## src/hw/rtl/dmm_pkg.sv

```systemverilog
`timescale 1ns / 1ps
// Package for the depth min/max normalizer: widths, command codes and the
// control struct handed along the divider chain. Depends on nothing.
package dmm_pkg;

    localparam int SAMPLE_BITS_DEF = 32;
    localparam int DEPTH_BITS      = 32;
    localparam int GRAY_BITS       = 8;
    localparam int QUOT_STEPS      = GRAY_BITS;
    localparam logic [GRAY_BITS-1:0] GRAY_FULL = 8'd255;

    typedef enum logic {
        CMD_SCAN    = 1'b0,
        CMD_CONVERT = 1'b1
    } t_cmd;

    typedef struct packed {
        logic valid;
        logic last;
        logic zero;
        logic full;
    } t_ctl;

endpackage

```

## src/hw/rtl/dmm_if.sv

```systemverilog
`timescale 1ns / 1ps
// Valid/ready channel interfaces for depth items in and gray items out.
// Depends on dmm_pkg.
interface dmm_in_if import dmm_pkg::*; ();
    logic                         valid;
    logic                         ready;
    logic [0:0]                   cmd;
    logic signed [DEPTH_BITS-1:0] depth;
    logic                         last;

    modport source (output valid, cmd, depth, last, input ready);
    modport sink   (input valid, cmd, depth, last, output ready);
endinterface

interface dmm_out_if import dmm_pkg::*; ();
    logic                 valid;
    logic                 ready;
    logic [GRAY_BITS-1:0] gray;
    logic                 gray_last;

    modport source (output valid, gray, gray_last, input ready);
    modport sink   (input valid, gray, gray_last, output ready);
endinterface

```

## src/hw/rtl/depth_minmax_normalize_to_gray8.sv

```systemverilog
`timescale 1ns / 1ps
// Top level of the depth min/max normalizer: front end, a chain of division
// cells and the output register. Depends on dmm_pkg, dmm_if, dmm_front, dmm_div_cell.
//
//   Channel  Dir  Payload               Item carries
//   i_in     in   cmd, depth, last      one depth sample of a scan or convert pass
//   o_out    out  gray, gray_last       one gray value per convert sample
//
// An item is taken in every cycle in which the output register is empty or being read.
// A convert item passes the first front stage, which loads at the edge that accepts it,
// then the second front stage, one cell each, and the output register.
// A stalled output freezes the whole chain and holds ready low.
// Reset is synchronous and needs no clearing pass; it restores the empty min/max.
module depth_minmax_normalize_to_gray8 import dmm_pkg::*; #(
    parameter int SAMPLE_BITS = SAMPLE_BITS_DEF
) (
    input  logic             i_clk,
    input  logic             i_rst_n,
    dmm_in_if.sink           i_in,
    dmm_out_if.source        o_out
);

    localparam int W = SAMPLE_BITS;

    logic                 w_en, w_accept;
    t_ctl                 w_ctl  [0:QUOT_STEPS];
    logic [W:0]           w_rem  [0:QUOT_STEPS];
    logic [W:0]           w_rng  [0:QUOT_STEPS];
    logic [GRAY_BITS-1:0] w_low  [0:QUOT_STEPS];
    logic [GRAY_BITS-1:0] w_quot [0:QUOT_STEPS];

    logic                 r_out_valid, r_out_last;
    logic [GRAY_BITS-1:0] r_out_gray;
    logic [GRAY_BITS-1:0] w_gray;

    assign w_en       = !r_out_valid || o_out.ready;
    assign w_accept   = i_in.valid && w_en;
    assign i_in.ready = w_en;

    dmm_front #(.SAMPLE_BITS(W)) u_front (
        .i_clk   (i_clk),
        .i_rst_n (i_rst_n),
        .i_en    (w_en),
        .i_accept(w_accept),
        .i_cmd   (i_in.cmd),
        .i_depth (i_in.depth[W-1:0]),
        .i_last  (i_in.last),
        .o_ctl   (w_ctl[0]),
        .o_rem   (w_rem[0]),
        .o_low   (w_low[0]),
        .o_range (w_rng[0])
    );

    assign w_quot[0] = '0;

    for (genvar g = 0; g < QUOT_STEPS; g++) begin : g_cell
        dmm_div_cell #(.SAMPLE_BITS(W)) u_cell (
            .i_clk   (i_clk),
            .i_rst_n (i_rst_n),
            .i_en    (w_en),
            .i_ctl   (w_ctl[g]),
            .i_rem   (w_rem[g]),
            .i_low   (w_low[g]),
            .i_quot  (w_quot[g]),
            .i_range (w_rng[g]),
            .o_ctl   (w_ctl[g+1]),
            .o_rem   (w_rem[g+1]),
            .o_low   (w_low[g+1]),
            .o_quot  (w_quot[g+1]),
            .o_range (w_rng[g+1])
        );
    end

    always_comb begin
        priority if (w_ctl[QUOT_STEPS].zero) begin
            w_gray = '0;
        end else if (w_ctl[QUOT_STEPS].full) begin
            w_gray = GRAY_FULL;
        end else begin
            w_gray = w_quot[QUOT_STEPS];
        end
    end

    always_ff @(posedge i_clk) begin
        if (!i_rst_n) begin
            r_out_valid <= 1'b0;
        end else if (w_en) begin
            r_out_valid <= w_ctl[QUOT_STEPS].valid;
        end
    end

    always_ff @(posedge i_clk) begin
        if (w_en) begin
            r_out_gray <= w_gray;
            r_out_last <= w_ctl[QUOT_STEPS].last;
        end
    end

    assign o_out.valid     = r_out_valid;
    assign o_out.gray      = r_out_gray;
    assign o_out.gray_last = r_out_last;

endmodule

```

## src/hw/rtl/dmm_front.sv

```systemverilog
`timescale 1ns / 1ps
// Front end: running minimum and maximum of the scan pass, and two stages that
// form the offset, the range and the scaled dividend. Depends on dmm_pkg.
module dmm_front import dmm_pkg::*; #(
    parameter int SAMPLE_BITS = SAMPLE_BITS_DEF
) (
    input  logic                   i_clk,
    input  logic                   i_rst_n,
    input  logic                   i_en,
    input  logic                   i_accept,
    input  logic [0:0]             i_cmd,
    input  logic [SAMPLE_BITS-1:0] i_depth,
    input  logic                   i_last,
    output t_ctl                   o_ctl,
    output logic [SAMPLE_BITS:0]   o_rem,
    output logic [GRAY_BITS-1:0]   o_low,
    output logic [SAMPLE_BITS:0]   o_range
);

    localparam int W = SAMPLE_BITS;
    localparam logic signed [W-1:0] SMAX = {1'b0, {(W-1){1'b1}}};
    localparam logic signed [W-1:0] SMIN = {1'b1, {(W-1){1'b0}}};

    logic signed [W-1:0] r_min, r_max;
    logic                r_fresh;
    logic signed [W-1:0] w_d, w_base_min, w_base_max;
    logic                w_scan, w_conv;

    t_ctl                r_a_ctl;
    logic signed [W:0]   r_a_num, r_a_range;

    t_ctl                r_b_ctl;
    logic [W:0]          r_b_rem, r_b_range;
    logic [GRAY_BITS-1:0] r_b_low;
    t_ctl                n_b_ctl;
    logic [W+GRAY_BITS:0] w_prod;

    assign w_d        = ($signed(i_depth) == SMIN) ? '0 : $signed(i_depth);
    assign w_base_min = r_fresh ? SMAX : r_min;
    assign w_base_max = r_fresh ? SMIN : r_max;
    assign w_scan     = i_accept && (t_cmd'(i_cmd) == CMD_SCAN);
    assign w_conv     = i_accept && (t_cmd'(i_cmd) == CMD_CONVERT);

    always_ff @(posedge i_clk) begin
        if (!i_rst_n) begin
            r_min   <= SMAX;
            r_max   <= SMIN;
            r_fresh <= 1'b1;
        end else if (w_scan) begin
            r_min   <= (w_d < w_base_min) ? w_d : w_base_min;
            r_max   <= (w_d > w_base_max) ? w_d : w_base_max;
            r_fresh <= i_last;
        end
    end

    always_ff @(posedge i_clk) begin
        if (!i_rst_n) begin
            r_a_ctl <= '0;
        end else if (i_en) begin
            r_a_ctl <= '{valid: w_conv, last: i_last, zero: 1'b0, full: 1'b0};
        end
    end

    always_ff @(posedge i_clk) begin
        if (i_en) begin
            r_a_num   <= {w_d[W-1], w_d} - {r_min[W-1], r_min};
            r_a_range <= {r_max[W-1], r_max} - {r_min[W-1], r_min};
        end
    end

    assign w_prod = {r_a_num, {GRAY_BITS{1'b0}}} - {{GRAY_BITS{r_a_num[W]}}, r_a_num};

    always_comb begin
        n_b_ctl       = r_a_ctl;
        n_b_ctl.zero  = (r_a_range <= 0) || (r_a_num <= 0);
        n_b_ctl.full  = (r_a_num >= r_a_range);
    end

    always_ff @(posedge i_clk) begin
        if (!i_rst_n) begin
            r_b_ctl <= '0;
        end else if (i_en) begin
            r_b_ctl <= n_b_ctl;
        end
    end

    always_ff @(posedge i_clk) begin
        if (i_en) begin
            r_b_rem   <= w_prod[W+GRAY_BITS:GRAY_BITS];
            r_b_low   <= w_prod[GRAY_BITS-1:0];
            r_b_range <= r_a_range;
        end
    end

    assign o_ctl   = r_b_ctl;
    assign o_rem   = r_b_rem;
    assign o_low   = r_b_low;
    assign o_range = r_b_range;

endmodule

```

## src/hw/rtl/dmm_div_cell.sv

```systemverilog
`timescale 1ns / 1ps
// One restoring division cell: shifts in a dividend bit, compares with the
// range and yields one quotient bit per item. Depends on dmm_pkg.
module dmm_div_cell import dmm_pkg::*; #(
    parameter int SAMPLE_BITS = SAMPLE_BITS_DEF
) (
    input  logic                   i_clk,
    input  logic                   i_rst_n,
    input  logic                   i_en,
    input  t_ctl                   i_ctl,
    input  logic [SAMPLE_BITS:0]   i_rem,
    input  logic [GRAY_BITS-1:0]   i_low,
    input  logic [GRAY_BITS-1:0]   i_quot,
    input  logic [SAMPLE_BITS:0]   i_range,
    output t_ctl                   o_ctl,
    output logic [SAMPLE_BITS:0]   o_rem,
    output logic [GRAY_BITS-1:0]   o_low,
    output logic [GRAY_BITS-1:0]   o_quot,
    output logic [SAMPLE_BITS:0]   o_range
);

    localparam int W = SAMPLE_BITS;

    t_ctl                 r_ctl;
    logic [W:0]           r_rem, r_range;
    logic [GRAY_BITS-1:0] r_low, r_quot;
    logic [W+1:0]         w_trial, w_diff;
    logic                 w_ge;

    assign w_trial = {i_rem, i_low[GRAY_BITS-1]};
    assign w_diff  = w_trial - {1'b0, i_range};
    assign w_ge    = (w_trial >= {1'b0, i_range});

    always_ff @(posedge i_clk) begin
        if (!i_rst_n) begin
            r_ctl <= '0;
        end else if (i_en) begin
            r_ctl <= i_ctl;
        end
    end

    always_ff @(posedge i_clk) begin
        if (i_en) begin
            r_rem   <= w_ge ? w_diff[W:0] : w_trial[W:0];
            r_low   <= {i_low[GRAY_BITS-2:0], 1'b0};
            r_quot  <= {i_quot[GRAY_BITS-2:0], w_ge};
            r_range <= i_range;
        end
    end

    assign o_ctl   = r_ctl;
    assign o_rem   = r_rem;
    assign o_low   = r_low;
    assign o_quot  = r_quot;
    assign o_range = r_range;

endmodule

```

## src/flat_wrapper.sv

```systemverilog
// flat-port wrapper written by rule: the top's interface ports become plain ports
module depth_minmax_normalize_to_gray8_flat import dmm_pkg::*;
#(
    parameter int SAMPLE_BITS = SAMPLE_BITS_DEF
)
  (i_clk, i_rst_n, i_in_valid, i_in_cmd, i_in_depth, i_in_last, i_in_ready, o_out_valid, o_out_gray, o_out_gray_last, o_out_ready);
  dmm_in_if i_in_i ();
  dmm_out_if o_out_i ();
  input  logic i_clk;
  input  logic i_rst_n;
  input wire logic [$bits(i_in_i.valid)-1:0] i_in_valid;
  input wire logic [$bits(i_in_i.cmd)-1:0] i_in_cmd;
  input wire logic [$bits(i_in_i.depth)-1:0] i_in_depth;
  input wire logic [$bits(i_in_i.last)-1:0] i_in_last;
  output wire logic [$bits(i_in_i.ready)-1:0] i_in_ready;
  output wire logic [$bits(o_out_i.valid)-1:0] o_out_valid;
  output wire logic [$bits(o_out_i.gray)-1:0] o_out_gray;
  output wire logic [$bits(o_out_i.gray_last)-1:0] o_out_gray_last;
  input wire logic [$bits(o_out_i.ready)-1:0] o_out_ready;
  assign i_in_i.valid = i_in_valid;
  assign i_in_i.cmd = i_in_cmd;
  assign i_in_i.depth = i_in_depth;
  assign i_in_i.last = i_in_last;
  assign i_in_ready = i_in_i.ready;
  assign o_out_valid = o_out_i.valid;
  assign o_out_gray = o_out_i.gray;
  assign o_out_gray_last = o_out_i.gray_last;
  assign o_out_i.ready = o_out_ready;
  depth_minmax_normalize_to_gray8 #(.SAMPLE_BITS(SAMPLE_BITS)) u_core (.i_clk(i_clk), .i_rst_n(i_rst_n), .i_in(i_in_i), .o_out(o_out_i));
endmodule
```

## config.mk

```make
export PLATFORM = sky130hd
export DESIGN_NAME = depth_minmax_normalize_to_gray8_flat
export DESIGN_NICKNAME = d
export VERILOG_FILES = /design/src/hw/rtl/dmm_pkg.sv /design/src/hw/rtl/dmm_if.sv /design/src/hw/rtl/depth_minmax_normalize_to_gray8.sv /design/src/hw/rtl/dmm_front.sv /design/src/hw/rtl/dmm_div_cell.sv /design/src/flat_wrapper.sv
export SDC_FILE = /design/constraint.sdc
export NUM_CORES = 2
export LEC_CHECK = 0
export ABC_AREA = 1
export BUFFER_PORTS_ARGS = -buffer_cell sky130_fd_sc_hd__buf_2
export CAP_MARGIN = 10
export CORE_MARGIN = 10
export CORE_UTILIZATION = 23
export DETAILED_ROUTE_END_ITERATION = 12
export PLACE_DENSITY = 0.36
export SLEW_MARGIN = 20
export SYNTH_ARGS = -nofsm -noshare
export SYNTH_HDL_FRONTEND = slang
export SYNTH_SLANG_ARGS = --single-unit
export TNS_END_PERCENT = 30
```

## constraint.sdc

```tcl
create_clock -name i_clk -period 28 [get_ports i_clk]
set_clock_uncertainty 0.2 [all_clocks]
set_input_delay 4.2 -clock i_clk [delete_from_list [all_inputs] [get_ports i_clk]]
set_output_delay 4.2 -clock i_clk [all_outputs]
set_load 0.1 [all_outputs]
```

# Word level (Yosys, flattened, before mapping)

Cells that the tools add are included.

$add $sub $neg: 10
Equal/unequal tests: 1
$lt $le $gt $ge: 13
Bitwise gates (word level): 1
Muxes and demuxes: 13
Reductions and logical operators: 6

Operator list:

| operator             | count |
|---|---|
| $ge 34x33->1         | 8 |
| $mux 33              | 7 |
| $sub 33x33->33       | 7 |
| $mux 32              | 5 |
| $le 33x1->1 const B  | 2 |
| $sub 32x32->33       | 2 |
| $sub 41x41->41       | 1 |
| $ge 33x33->1         | 1 |
| $eq 32x32->1 const B | 1 |
| $gt 32x32->1         | 1 |
| $lt 32x32->1         | 1 |
| $mux 8               | 1 |
| $logic_and 1x1->1    | 3 |
| $logic_or 1x1->1     | 2 |
| $logic_not 1->1      | 1 |
| $not 1->1            | 1 |

Output and inout bits: 11
Input bits: 38
Bits in registers: 779

# Longest topological paths before layout

Depth in word-level cells: 4
Mapped depth: 22
Mapped depth without buffers: 21

# By module

Synthesis repeated with hierarchy kept, for this count alone.

Cell total of the unflattened synthesis: 8,439
Area, all modules: 63,993.9 um^2

By module, submodules not included:

| module                                     | cells an instance | instances | seq. area each (um^2) | area each (um^2) |
|---|---|---|---|---|
| dmm_div_cell (u_core.g_cell[1].u_cell ...) | 779               | 4         | 2,512.4               | 5,911.9 |
| dmm_front                                  | 2,162             | 1         | 5,625.4               | 16,334.4 |
| dmm_div_cell (u_core.g_cell[0].u_cell ...) | 779               | 2         | 2,512.4               | 5,889.4 |
| dmm_div_cell (u_core.g_cell[5].u_cell)     | 784               | 1         | 2,512.4               | 5,928.2 |
| dmm_div_cell (u_core.g_cell[3].u_cell)     | 784               | 1         | 2,512.4               | 5,903.2 |
| depth_minmax_normalize_to_gray8            | 35                | 1         | 290.3                 | 401.6 |

# Worst setup path after synthesis

Ideal clock, no wire load.

Path type: input -> output
From: input port o_out_ready
To: output port i_in_ready
Stages on the path: 3
Arrival time: 23.515 ns
Path slack: 0.085 ns
Path buffers: 1
Data required time: 23.600 ns
Cell sequence: nor2_1 inv_1 clkbuf_1

Longest elaborated chain between the ends: 1

RTL lines:

| item               | line                                  | RTL |
|---|---|---|
| start: declaration | flat_wrapper.sv:19                    | `input wire logic [$bits(o_out_i.ready)-1:0] o_out_ready;` |
| $logic_or 1x1->1   | depth_minmax_normalize_to_gray8.sv:36 | `assign w_en = !r_out_valid \|\| o_out.ready;` |
| end: declaration   | flat_wrapper.sv:15                    | `output wire logic [$bits(i_in_i.ready)-1:0] i_in_ready;` |

Every way passes these cells.

# Worst setup path after layout

Ends and elaborated chain as after synthesis.

==> run_results.csv <==
group,metric,value,unit
flow_run,cap_violations,0,
placement,gp_congestion,0.859,
synth,synthTopCellsByArea,"edfxtp_1 40%, ha_1 11%, nand2_1 9.9%",
global_route,grt.total_usage,13.2,%
cts,tritoncts,"yes",
cts,htree_levels,3,
pwr,clkPwrFrac,17.9,%
outcome,status,"completed",
setup_path,crit_slowest_cell,"nor2_4",
synth,yosysMostFrequentCell,"nand2_1",
synth,syn-instance-count,5883,
synth,ys_seq_elements,779,
route,drtAntennaViolNets,0,
global_route,antenna_found_initial,2,
cts,clk_pin_slew,0.06,ns
pwr,pwr-share-comb,52.8,%
sta,rsz0062_at_grt,"no",
synth,synth_top_cell_area_share,40.2,%
sta,finalHoldViolCount,0,
floorplanning,dieArea,238000,sq um
setup_path,cp_max_fo,43,
route,drt-total-wl,161,mm
pwr,vdd_drop_max,50.0,uV
cts,cts_resized,0,
synth,ys_types,56,
cts,insertion_delay,0.71,ns
floorplanning,start_util,23.2,%
cells_and_area,nNetsFinal,6424,
route,drt-pass1-iter-count,7,
global_route,grt_max_degree,169,
sta,slew_headroom,16.1,%
sta,fmax,97.1,MHz
floorplanning,io_pins,49,
synth,synth-seq-area-share,44.3,%
sta,timing.final.crit_share,36.8,%
sta,fin_tns_setup,0,ns
synth,synth_common_cells,"1323 x nand2_1, 734 x inv_1, 675 x edfxtp_1",
setup_path,max_stage_delay,0.66,ns
sta,slew_violations,0,
synth,synth-async-reset-ratio,0,%
global_route,overflow,0,
global_route,grt_first_pass_wirelength,245,mm
route,via_per_inst,4.43,
pwr,switching_power,3180,uW
pwr,power_density,122,nW/um^2
pwr,p_sw_share,45.7,%
floorplanning,design.core.area,218000,sq um
setup_path,cp.arrival,5.90,ns
floorplanning,rows,171,
sta,tightest_slew,1.25,ns
setup_path,cp-end-kind,"primary output",
cts,cts_buffer_depth,3,
pwr,p_leak,0.0244,uW
floorplanning,die_x,488,um
setup_path,crit_path_start_kind,"input port",
cts,cts-root-buf,"clkbuf_16",
cells_and_area,drive_above_1_share,5.15,%
synth,yosys_warnings,0,
sta,min_period,10.30,ns
pwr,p_int,3780,uW
setup_path,criticalPathCategory,"in -> out",
floorplanning,die_y,488,um
synth,synth.largest_area_cell,"edfxtp_1",
cts,cts_buffers,97,
cells_and_area,fin_area,56900,sq um
synth,syn-cell-area,50400,sq um
route,drt_iter0_drc,1922,
route,vias,39200,
cells_and_area,syn_to_final_growth,12.8,%
cts,post_cts_buffers,0,
sta,setup_viol,0,
synth,ys.flop_type,"edfxtp_1",
route,wl_per_cell,18.1,um
placement,io_buffers,48,
cts,clkSinkCount,779,
placement,dp_hpwl,131,mm
synth,avgSynthCellArea,8.57,sq um
setup_path,worst_ep_required_time,23.60,ns
pwr,p_seq_share,29.4,%
synth,synth_edf_count,675,
placement,place_area,53800,sq um
min_path,min_path_type,"reg -> reg",
cts,hold_buffers,0,
route,drc,0,
setup_path,path_cells,"buf_2, nor2_4, inv_8, buf_2",
global_route,first_global_vias,41900,
setup_path,cpMostUsedCell,"buf_2",
synth,syn_nets,6383,
[power groups by stage]
stage / Combinational (uW) / Sequential (uW) / Clock, uW
floorplan: 2680 / 2000 / 0
global placement: 3720 / 2080 / 0
detailed placement: 3720 / 2080 / 0
CTS: 3730 / 2050 / 1300
global route: 4150 / 2090 / 1350
finish: 3670 / 2040 / 1240
[per-layer routing]
| metal | vias to the layer above | part of all wire [%] | track usage (%) | wire (um) |
|---|---|---|---|---|
| li1 | 20100 | - | - | - |
| met1 | 18200 | 39 | 13.8 | 62500 |
| met2 | 573 | 53 | 25.6 | 84800 |
| met3 | 323 | 2.3 | 1.77 | 3700 |
| met4 | 0 | 6.1 | 6.96 | 9740 |
| met5 | - | 0 | 0 | 0 |
[path summary, 6_finish.rpt]
check,from,end,slack [ns],cells after the start
worst max register to register,u_core.u_front.r_fresh$_SDFFE_PN1P_,u_core.u_front.r_max[9]$_SDFFE_PN0P_,23.54,16
worst max-delay path,o_out_ready,i_in_ready,17.70,4
worst min-delay path,u_core.g_cell[3].u_cell.o_quot[2]$_DFFE_PN_,u_core.g_cell[4].u_cell.o_quot[3]$_DFFE_PN_,0.21,0
worst min register to register,u_core.g_cell[3].u_cell.o_quot[2]$_DFFE_PN_,u_core.g_cell[4].u_cell.o_quot[3]$_DFFE_PN_,0.21,0
[critical path, delay by kind of cell]
| family | cells | cell delay, ns |
|---|---|---|
| buffers and inverters | 3 | 0.84 |
| AND/OR/NAND/NOR | 1 | 0.66 |
[final cells by class]
| type | count | area, sq um |
|---|---|---|
| fillers | 23500 | 161000 |
| multi-input cells | 4226 | 24600 |
| flip-flops and latches | 779 | 22400 |
| well taps | 2854 | 3570 |
| inverters | 743 | 2800 |
| clock buffers | 116 | 2590 |
| clock inverters | 64 | 514 |
| repair buffers | 77 | 470 |
| diodes | 2 | 5.00 |
[stage by stage]
step	std cells	power (uW)	hold WS (ns)	worst slack (ns)	util, %
after floorplan	5883	4680	0.200	0.0847	-
after global placement	8679	5800	0.200	17.68	24.7
after detailed placement	8679	5790	0.205	17.69	24.7
after CTS	8859	7080	0.205	17.68	26.1
after global routing	8860	7590	0.215	17.56	26.1
final	8861	6960	0.211	17.70	26.1
[registers in the layout, summed over array words and instances (netlist names)]
| signal | flops |
|---|---|
| u_core.u_front.o_range | 33 |
| u_core.u_front.o_rem | 33 |
| u_core.g_cell.u_cell.o_rem | 231 |
| u_core.g_cell.u_cell.o_range | 231 |
| u_core.o_out.gray | 8 |
| u_core.g_cell.u_cell.o_ctl | 32 |
| u_core.u_front.n_b_ctl | 2 |
| u_core.u_front.r_a_num | 33 |
| u_core.u_front.r_max | 32 |
| u_core.u_front.o_ctl | 4 |
| u_core.g_cell.u_cell.o_quot | 36 |
| u_core.g_cell.u_cell.o_low | 28 |
| u_core.u_front.r_fresh | 1 |
| u_core.u_front.o_low | 8 |
| u_core.o_out.valid | 1 |
| u_core.u_front.r_min | 32 |
| u_core.o_out.gray_last | 1 |
| u_core.u_front.r_a_range | 33 |
[kinds of logic after synthesis]
family                     count (synthesis)  share of synthesized area (%)
buffers and inverters                    878                           7.01
AOI/OAI and AO/OA                       1102                           12.4
DFF                                      779                           44.3
adders and majority gates                462                           11.6
xor gates and xnor gates                 302                           5.25
and+or+nand+nor                         2360                           19.4
[layout by cell type (no fill, tap or decap), types with 11 or more instances in the layout]
| cell type | netlist | routed |
|---|---|---|
| nor2_1 | 512 | 510 |
| nand3b_1 | 11 | 11 |
| clkinv_2 | 0 | 23 |
| a211oi_1 | 17 | 17 |
| a21o_1 | 49 | 49 |
| a21oi_1 | 467 | 467 |
| clkbuf_16 | 0 | 100 |
| inv_1 | 734 | 730 |
| nand2_1 | 1323 | 1323 |
| edfxtp_1 | 675 | 675 |
| o21ai_2 | 28 | 28 |
| buf_4 | 12 | 28 |
| nor4_1 | 45 | 45 |
| nand3_1 | 305 | 305 |
| a221oi_1 | 18 | 18 |
| clkinv_1 | 0 | 22 |
| xor2_1 | 179 | 179 |
| o21ai_0 | 329 | 329 |
| nand4_1 | 62 | 62 |
| ha_1 | 453 | 453 |
| o21bai_1 | 29 | 29 |
| o21ai_1 | 58 | 58 |
| nor3_1 | 63 | 62 |
| clkbuf_1 | 76 | 12 |
| buf_2 | 24 | 48 |
| a31oi_1 | 30 | 30 |
| dfxtp_1 | 104 | 104 |
| nand2_2 | 12 | 12 |
| a21boi_0 | 21 | 21 |
| xnor2_1 | 123 | 123 |
| o21a_1 | 17 | 17 |
Power figures use the tool's default switching activity.
